**src/design/depth_tested_pixel_store_assert.svh**
```systemverilog
`ifndef DEPTH_TESTED_PIXEL_STORE_ASSERT_SVH
`define DEPTH_TESTED_PIXEL_STORE_ASSERT_SVH

// Checks that a condition implies another one in the same cycle.
`define DTPS_ASSERT_NOW(name, clk, rst_n, ante, cons) \
  name: assert property (@(posedge clk) disable iff (!rst_n) (ante) |-> (cons)) \
    else $error("pixel store check failed");

// Checks that a condition implies another one in the following cycle.
`define DTPS_ASSERT_NEXT(name, clk, rst_n, ante, cons) \
  name: assert property (@(posedge clk) disable iff (!rst_n) (ante) |=> (cons)) \
    else $error("pixel store check failed");

`endif

```
**src/design/dtps_pkg.sv**
```systemverilog
package dtps_pkg;

  localparam int CFG_W          = 9;
  localparam int CFG_IDX_W      = 1;
  localparam int COORD_W        = 8;
  localparam int COLOR_W        = 8;
  localparam int DEPTH_BITS     = 16;
  localparam int MAX_WIDTH_DEF  = 256;
  localparam int MAX_HEIGHT_DEF = 256;

  localparam logic [CFG_W-1:0] ACTIVE_WIDTH_RST  = CFG_W'(256);
  localparam logic [CFG_W-1:0] ACTIVE_HEIGHT_RST = CFG_W'(256);

  typedef enum logic [CFG_IDX_W-1:0] {
    REG_ACTIVE_WIDTH  = 1'b0,
    REG_ACTIVE_HEIGHT = 1'b1
  } cfg_reg_e;

  typedef enum logic [1:0] {
    OP_CLEAR = 2'd0,
    OP_WRITE = 2'd1,
    OP_READ  = 2'd2,
    OP_NONE  = 2'd3
  } op_e;

  typedef enum logic [2:0] {
    ST_IDLE,
    ST_ADDR,
    ST_CLEAR,
    ST_READ,
    ST_EXEC
  } state_e;

  typedef struct packed {
    logic latch;
    logic calc;
    logic clear_step;
    logic mem_rd;
    logic exec;
  } ctrl_cmd_t;

  typedef struct packed {
    op_e  op;
    logic clear_done;
    logic out_free;
  } dp_status_t;

endpackage

```
**src/design/dtps_ctrl.sv**
```systemverilog
`include "depth_tested_pixel_store_assert.svh"

module dtps_ctrl
  import dtps_pkg::*;
(
  input  logic       clk_i,
  input  logic       rst_ni,
  input  logic       in_valid_i,
  output logic       in_stall_o,
  input  dp_status_t status_i,
  output ctrl_cmd_t  cmd_o
);

  state_e state_q, state_d;

  always_ff @(posedge clk_i or negedge rst_ni) begin
    if (!rst_ni) begin
      state_q <= ST_IDLE;
    end else begin
      state_q <= state_d;
    end
  end

  always_comb begin
    state_d = state_q;
    unique case (state_q)
      ST_IDLE: begin
        if (in_valid_i) begin
          state_d = ST_ADDR;
        end
      end
      ST_ADDR: begin
        unique case (status_i.op) inside
          OP_CLEAR:          state_d = ST_CLEAR;
          OP_WRITE, OP_READ: state_d = ST_READ;
          default:           state_d = ST_EXEC;
        endcase
      end
      ST_CLEAR: begin
        if (status_i.clear_done) begin
          state_d = ST_EXEC;
        end
      end
      ST_READ: begin
        state_d = ST_EXEC;
      end
      ST_EXEC: begin
        if (status_i.out_free) begin
          state_d = ST_IDLE;
        end
      end
      default: begin
        state_d = ST_IDLE;
      end
    endcase
  end

  always_comb begin
    cmd_o      = '0;
    in_stall_o = 1'b1;
    unique case (state_q)
      ST_IDLE: begin
        in_stall_o   = 1'b0;
        cmd_o.latch  = in_valid_i;
      end
      ST_ADDR: begin
        cmd_o.calc = 1'b1;
      end
      ST_CLEAR: begin
        cmd_o.clear_step = !status_i.clear_done;
      end
      ST_READ: begin
        cmd_o.mem_rd = 1'b1;
      end
      ST_EXEC: begin
        cmd_o.exec = status_i.out_free;
      end
      default: begin
        in_stall_o = 1'b1;
      end
    endcase
  end

  `DTPS_ASSERT_NEXT(a_accept_to_addr, clk_i, rst_ni, in_valid_i && !in_stall_o, state_q == ST_ADDR)
  `DTPS_ASSERT_NEXT(a_exec_to_idle, clk_i, rst_ni, cmd_o.exec, state_q == ST_IDLE)
  `DTPS_ASSERT_NEXT(a_clear_exit, clk_i, rst_ni, state_q == ST_CLEAR && status_i.clear_done, state_q == ST_EXEC)

endmodule

```
**config.mk**
```make
export PLATFORM = sky130hd
export DESIGN_NAME = dtps_ctrl
export DESIGN_NICKNAME = d
export VERILOG_FILES = /design/src/design/dtps_pkg.sv /design/src/design/dtps_ctrl.sv
export VERILOG_INCLUDE_DIRS = /design/src /design/src/design
export SDC_FILE = /design/constraint.sdc
export NUM_CORES = 1
export LEC_CHECK = 0
export BUFFER_PORTS_ARGS = -buffer_cell sky130_fd_sc_hd__buf_4
export CORE_AREA = 5 5 42 44
export CTS_CLUSTER_DIAMETER = 100
export CTS_CLUSTER_SIZE = 16
export DETAILED_ROUTE_END_ITERATION = 7
export DIE_AREA = 0 0 47 49
export PLACE_DENSITY = 0.45
export SLEW_MARGIN = 20
export SYNTH_ARGS = -nofsm -noshare
export SYNTH_HDL_FRONTEND = slang
export SYNTH_SLANG_ARGS = --single-unit
```
**constraint.sdc**
```tcl
create_clock -name clk_i -period 1.2 [get_ports clk_i]
set_input_delay 0.24 -clock clk_i [delete_from_list [all_inputs] [get_ports clk_i]]
set_output_delay 0.24 -clock clk_i [all_outputs]
set_load 0.005 [all_outputs]
```
==> metrics.csv, run 1 <==
stage,metric,value,unit
cells_and_area,synthToLayoutAreaGrowth,117,%
synthesis,syn-instance-count,24,
floorplanning,core,0.00140,sq mm
clock_network,cts_buffers,3,
drt,ant_nets,0,
flow_run,maxCapViolations,0,
floorplanning,io_pins,13,
global_routing,grt_pass1_wl,1080,microns
setup_path,r2r_start,state_q[2]$_DFFE_PN0P_,
global_routing,antenna_found_initial,0,
synthesis,synthTopCellsByArea,"dfrtp_1, nor3_1, or3b_1",
drt,firstDrtPassIters,2,
cells_and_area,largest-register,state_q,
sta,tightestPinTransition,0.177,ns
pwr,ir_drop,794,uV
sta,max_freq,0.698,GHz
setup_path,required,0.96,ns
clock_network,cts_tree,built,
setup_path,cp.arrival,1.19,ns
cells_and_area,drive_above_1_share,64.6,%
drt,wirelength,674,microns
drt,drtIter0Drc,4,
setup_path,crit_type,reg2out,
cells_and_area,reg_top3,state_q x3,
pwr,swShare,33.5,%
floorplanning,initial_core_util,14.9,%
placement,dp.cells,55,
min_path,min-delay-start,status_i[1],
cells_and_area,fillCellCount,156,
pwr,leakage,0.216,nW
setup_path,cp-start-kind,flip-flop,
global_routing,grt_overflow,0,
sta,hold_viol_final,0,
sta,clock_skew,0.00126,ns
pwr,seqPwrFrac,18.4,%
clock_network,cts.sinks,3,
sta,max_slew_margin,88.1,%
cells_and_area,fin_area,453,sq um
cells_and_area,final_common_cell,buf_4,
global_routing,grt_usage,7.19,%
placement,dpl_cell_area,345,sq um
drt,vias_per_cell,4.00,
outcome,status,finished with violations,
sta,rsz0062_at_grt,true,
synthesis,synth-seq-cells,3,
setup_path,path_max_fanout,4,
setup_path,reg2reg_depth,5,
floorplanning,die_w,47,microns
cells_and_area,postLayoutCoreUtil,32.3,%
setup_path,worstSetupEndpointType,output pin,
floorplanning,row_count,14,
cells_and_area,largest_reg_flops,3,
placement,numPortBuffers,12,
outcome,violations,negative setup slack,
cells_and_area,antenna_cells,0,
sta,min_period,1.43,ns
sta,setup_slack,-0.232,ns
synthesis,yosysTopAreaCell,dfrtp_1,
clock_network,clk_pin_slew,0.04,ns
global_routing,grt_max_degree,10,
cells_and_area,final_cells,64,
placement,hpwlAfterDp,493,microns
pwr,switching_power,0.000308,W
sta,fin_crit_sh,119,%
sta,setup_viol,7,
synthesis,yosysTopAreaCellShare,35.9,%
pwr,power-per-cell-area,2030,mW/mm^2
synthesis,ys_types,14,
setup_path,crit_end,cmd_o[4],
pwr,intPower,0.000612,W
floorplanning,die_y,49,microns
floorplanning,dieArea,0.00230,sq mm
cells_and_area,final_cell_mix,"buf_4, clkbuf_4, buf_6, dfrtp_1",
pwr,pwr-share-clk,19.4,%
min_path,hold_class,in2reg,
global_routing,grt_pass1_vias,270,
sta,drv_slew,0,
cells_and_area,final_nets,57,
clock_network,h-tree-depth,1,
drt,vias,256,
drt,routedWlPerCell,10.5,microns
placement,place_ws,-0.0404,ns
synthesis,ys_seq_area_share,35.9,%
setup_path,startpoint,state_q[2]$_DFFE_PN0P_,
synthesis,syn_nets,32,
synthesis,yosys_warnings,0,
pwr,p_comb_share,62.2,%
clock_network,clk_path_buf_depth,2,
cells_and_area,multiInputGateArea,153,sq um
drt,drc,0,
clock_network,cts_root_buf,clkbuf_4,
synthesis,synth_area,209,sq um
clock_network,clk_latency,0.23,ns
setup_path,regToRegSetupSlack,-0.12,ns
placement,place.gp.congestion,0.624,
synthesis,syn_avg_cell_area,8.71,sq um
cells_and_area,seq_area,75.1,sq um
setup_path,worst_r2r_endpoint,state_q[2]$_DFFE_PN0P_,
-- Yosys cell counts --
| cell type | count |
|---|---|
| a21oi_1 | 1 |
| buf_6 | 1 |
| dfrtp_1 | 3 |
| ha_1 | 1 |
| inv_1 | 2 |
| mux2i_1 | 1 |
| nand2_1 | 2 |
| nand2b_1 | 1 |
| nor2_1 | 3 |
| nor3_1 | 4 |
| o221ai_1 | 1 |
| or3_1 | 1 |
| or3b_1 | 2 |
| or4b_1 | 1 |
-- power by group through the flow --
stage	logic, W	clock network, W	registers [W]
2_1_floorplan	0.000221	0	0.000177
5_1_grt	0.000622	0.000212	0.000177
3_5_place_dp	0.000427	0	0.000169
4_1_cts	0.000537	0.000185	0.000168
6_report	0.000573	0.000178	0.000170
3_3_place_gp	0.000431	0	0.000169
-- what timing repair did --
item | CTS | global route
hold endpoints to repair | 3 | 0
hold buffers | 1 | 0
resized for setup | 5 | 5
setup buffers | 4 | 1
pin swaps | 5 | 3
setup endpoints to repair | 7 | 8
-- layer usage --
metal	GRT usage, %	vias to the layer above	wire, microns
met4	5.53	0	22
met3	5.90	2	59
li1	-	132	-
met1	6.62	112	249
met2	9.95	10	342
met5	0	-	0
-- worst max-delay path: stages, from the launching register on --
cell	delay, ns
dfrtp_1	0.39
or3_4	0.38
nor2_2	0.08
buf_4	0.11
-- per-stage QoR --
| step | TNS, ns | power (W) | hold slack, ns |
|---|---|---|---|
| final | -1.10 | 0.000920 | 0.299 |
| after global routing | -1.67 | 0.00101 | 0.298 |
| after CTS | -1.34 | 0.000890 | 0.283 |
| after detailed placement | -0.0700 | 0.000596 | 0.0323 |
| after global placement | -0.0786 | 0.000600 | 0.0343 |
| after floorplan | 0 | 0.000398 | -0.0556 |
-- worst min-delay path by stage --
stage / slack, ns / cells after the start / endpoint
5_1_grt: 0.30 / 3 / state_q[1]$_DFFE_PN0P_
2_1_floorplan: -0.06 / 0 / state_q[0]$_DFFE_PN0P_
4_1_cts: 0.28 / 3 / state_q[1]$_DFFE_PN0P_
3_5_place_dp: 0.03 / 1 / state_q[1]$_DFFE_PN0P_
3_3_place_gp: 0.03 / 1 / state_q[1]$_DFFE_PN0P_
6_report: 0.30 / 3 / state_q[1]$_DFFE_PN0P_
-- layout make-up --
cell class,instances,share of cell area (%)
clock buffer,4,5.80
inverter,2,1.66
multi-input combinational,18,33.7
sequential,3,16.6
tap,16,4.42
timing repair buffer,21,37.8
-- cell families (layout without fill, tap and decap cells) --
| logic type | after synthesis | in the layout | synth area share, % |
|---|---|---|---|
| AND/OR/NAND/NOR | 14 | 14 | 37.7 |
| multiplexers | 1 | 1 | 4.79 |
| AO/OA/AOI/OAI | 2 | 2 | 6.59 |
| flip-flops | 3 | 3 | 35.9 |
| adder cells (fa/ha/maj) | 1 | 1 | 5.99 |
| buffers and inverters | 3 | 27 | 8.98 |
No activity file was read; power rests on OpenSTA's default activity.
==> run 2: changes to the inputs <==
- PLACE_DENSITY: 0.45 -> not set
==> run 2 against run 1 <==
Compared with the run above: the run still ends with negative setup slack left; via count increased by 6.6%; utilization grew 2.3 points; die area did not move; clock power decreased by 3%; critical endpoint unchanged; wire length up 4.6%; clock skew about the same; first-iteration DRC count shrank 50%; sequential share of layout area fell by 1.1 points; worst setup slack worse by 0.00058 ns.
==> metrics.csv, run 2 (same netlist as run 1, synthesis figures left out) <==
stage,metric,value,unit,change
drt,wirelength,705,microns,+4.6%
placement,place.gp.congestion,0.800,,+28%
setup_path,reg2reg_depth,3,,-2
pwr,power-per-cell-area,2070,mW/mm^2,+1.9%
floorplanning,initial_core_util,14.9,%,unchanged
pwr,ir_drop,1060,uV,+33%
sta,drv_slew,0,,unchanged
outcome,status,finished with violations,,
sta,fin_crit_sh,119,%,about the same
clock_network,cts_buffers,3,,unchanged
cells_and_area,fillCellCount,155,,-0.64%
clock_network,clk_path_buf_depth,2,,unchanged
placement,hpwlAfterDp,517,microns,+4.9%
cells_and_area,final_cell_mix,"buf_4, clkbuf_4, buf_6, dfrtp_1, nor3_2",,
setup_path,r2r_start,state_q[1]$_DFFE_PN0P_,,
cells_and_area,final_nets,58,,+1.8%
clock_network,clk_pin_slew,0.04,ns,about the same
global_routing,grt_max_degree,7,,-3
sta,tightestPinTransition,0.138,ns,-0.0398 ns
setup_path,crit_end,cmd_o[4],,
clock_network,cts_tree,built,,
cells_and_area,largest_reg_flops,3,,unchanged
cells_and_area,final_cells,65,,+1.6%
placement,numPortBuffers,12,,unchanged
cells_and_area,largest-register,state_q,,
sta,min_period,1.43,ns,+0.000578 ns
sta,max_freq,0.698,GHz,about the same
setup_path,worst_r2r_endpoint,state_q[2]$_DFFE_PN0P_,,
setup_path,cp.arrival,1.19,ns,about the same
global_routing,grt_usage,7.67,%,+0.48 points
sta,setup_viol,7,,unchanged
cells_and_area,antenna_cells,0,,unchanged
drt,drtIter0Drc,2,,-2
drt,ant_nets,0,,unchanged
sta,clock_skew,0.00144,ns,+0.000179 ns
cells_and_area,final_common_cell,buf_4,,
global_routing,antenna_found_initial,0,,unchanged
pwr,leakage,0.230,nW,+6.3%
setup_path,path_max_fanout,2,,-2
setup_path,worstSetupEndpointType,output pin,,
cells_and_area,reg_top3,state_q x3,,
drt,routedWlPerCell,10.8,microns,+3.0%
floorplanning,die_w,47,microns,unchanged
sta,setup_slack,-0.233,ns,-0.000578 ns
setup_path,crit_type,reg2out,,
cells_and_area,synthToLayoutAreaGrowth,132,%,
drt,vias,273,,+6.6%
global_routing,grt_pass1_wl,1270,microns,+17%
floorplanning,dieArea,0.00230,sq mm,unchanged
placement,dp.cells,57,,+3.6%
drt,vias_per_cell,4.20,,+5.0%
setup_path,required,0.96,ns,about the same
clock_network,cts.sinks,3,,unchanged
placement,dpl_cell_area,360,sq um,+4.3%
min_path,hold_class,in2reg,,
floorplanning,core,0.00140,sq mm,unchanged
sta,rsz0062_at_grt,true,,
sta,hold_viol_final,0,,unchanged
clock_network,cts_root_buf,clkbuf_4,,
cells_and_area,fin_area,485,sq um,+7.2%
floorplanning,row_count,14,,unchanged
floorplanning,io_pins,13,,unchanged
flow_run,maxCapViolations,0,,unchanged
floorplanning,die_y,49,microns,unchanged
clock_network,h-tree-depth,1,,unchanged
drt,firstDrtPassIters,2,,unchanged
sta,max_slew_margin,90.6,%,+2.5 points
setup_path,startpoint,state_q[1]$_DFFE_PN0P_,,
global_routing,grt_pass1_vias,303,,+12%
outcome,violations,negative setup slack,,
drt,drc,0,,unchanged
setup_path,cp-start-kind,flip-flop,,
global_routing,grt_overflow,0,,unchanged
clock_network,clk_latency,0.23,ns,about the same
cells_and_area,drive_above_1_share,75.5,%,+11 points
setup_path,regToRegSetupSlack,-0.02,ns,+0.10 ns
run 2: cell types whose count changed in the layout (fill, tap and decap cells not counted), sizes merged:
| cell | before | now |
|---|---|---|
| buf | 20 | 21 |
run 2: how the worst min path moves through the flow:
stage / start / end / slack [ns] / cells past startpoint
global route: status_i[0] / state_q[2]$_DFFE_PN0P_ / 0.33 / 3
detailed placement: rst_ni / state_q[2]$_DFFE_PN0P_ / 0.03 / 1
CTS: status_i[1] / state_q[1]$_DFFE_PN0P_ / 0.31 / 3
floorplan: rst_ni / state_q[0]$_DFFE_PN0P_ / -0.06 / 0
finish: status_i[0] / state_q[2]$_DFFE_PN0P_ / 0.33 / 3
global placement: rst_ni / state_q[0]$_DFFE_PN0P_ / 0.03 / 1
run 2: where the power goes:
group,switching [W],internal [W]
clock,0.0000483,0.000124
sequential,0.0000348,0.000140
combinational,0.000271,0.000387
total,0.000354,0.000652
run 2: layout make-up:
cell class                      count  area (sq um)  area share, %
Clock buffer                        4          26.3           5.41
Inverter                            2          7.51           1.55
Multi-Input combinational cell     18           178           36.6
Sequential cell                     3          75.1           15.5
Tap cell                           16          20.0           4.12
Timing Repair Buffer               22           179           36.9
run 2: what timing repair did:
item / CTS / global route
hold buffers: 1 / 0
setup endpoints to repair: 8 / 8
pin swaps: 4 / 2
hold endpoints to repair: 3 / 0
resized for setup: 9 / 8
buffers inserted: 2 / 2
run 2: critical path, cell delays in order, from the launching register on:
cell	delay (ns)
dfrtp_1	0.39
or3_4	0.38
nor2_2	0.08
buf_4	0.11
run 2: layer usage:
layer / share of wire [%] / GRT usage (%) / up-vias
met5: 0 / 0 / -
met4: 0 / 2.76 / 0
met3: 8.7 / 4.06 / 0
met2: 49 / 11.5 / 10
met1: 43 / 8.99 / 128
li1: - / - / 135
run 2: stage by stage:
stage,util [%],hold WS [ns],power (W),setup TNS (ns),setup WS (ns)
after global routing,34.6,0.326,0.00109,-1.59,-0.283
after CTS,32.1,0.314,0.000933,-1.24,-0.247
final,34.6,0.331,0.00101,-1.09,-0.233
after detailed placement,25.7,0.0340,0.000635,-0.0649,-0.0276
after floorplan,-,-0.0556,0.000398,0,0.0291
after global placement,25.7,0.0308,0.000630,-0.0491,-0.0284
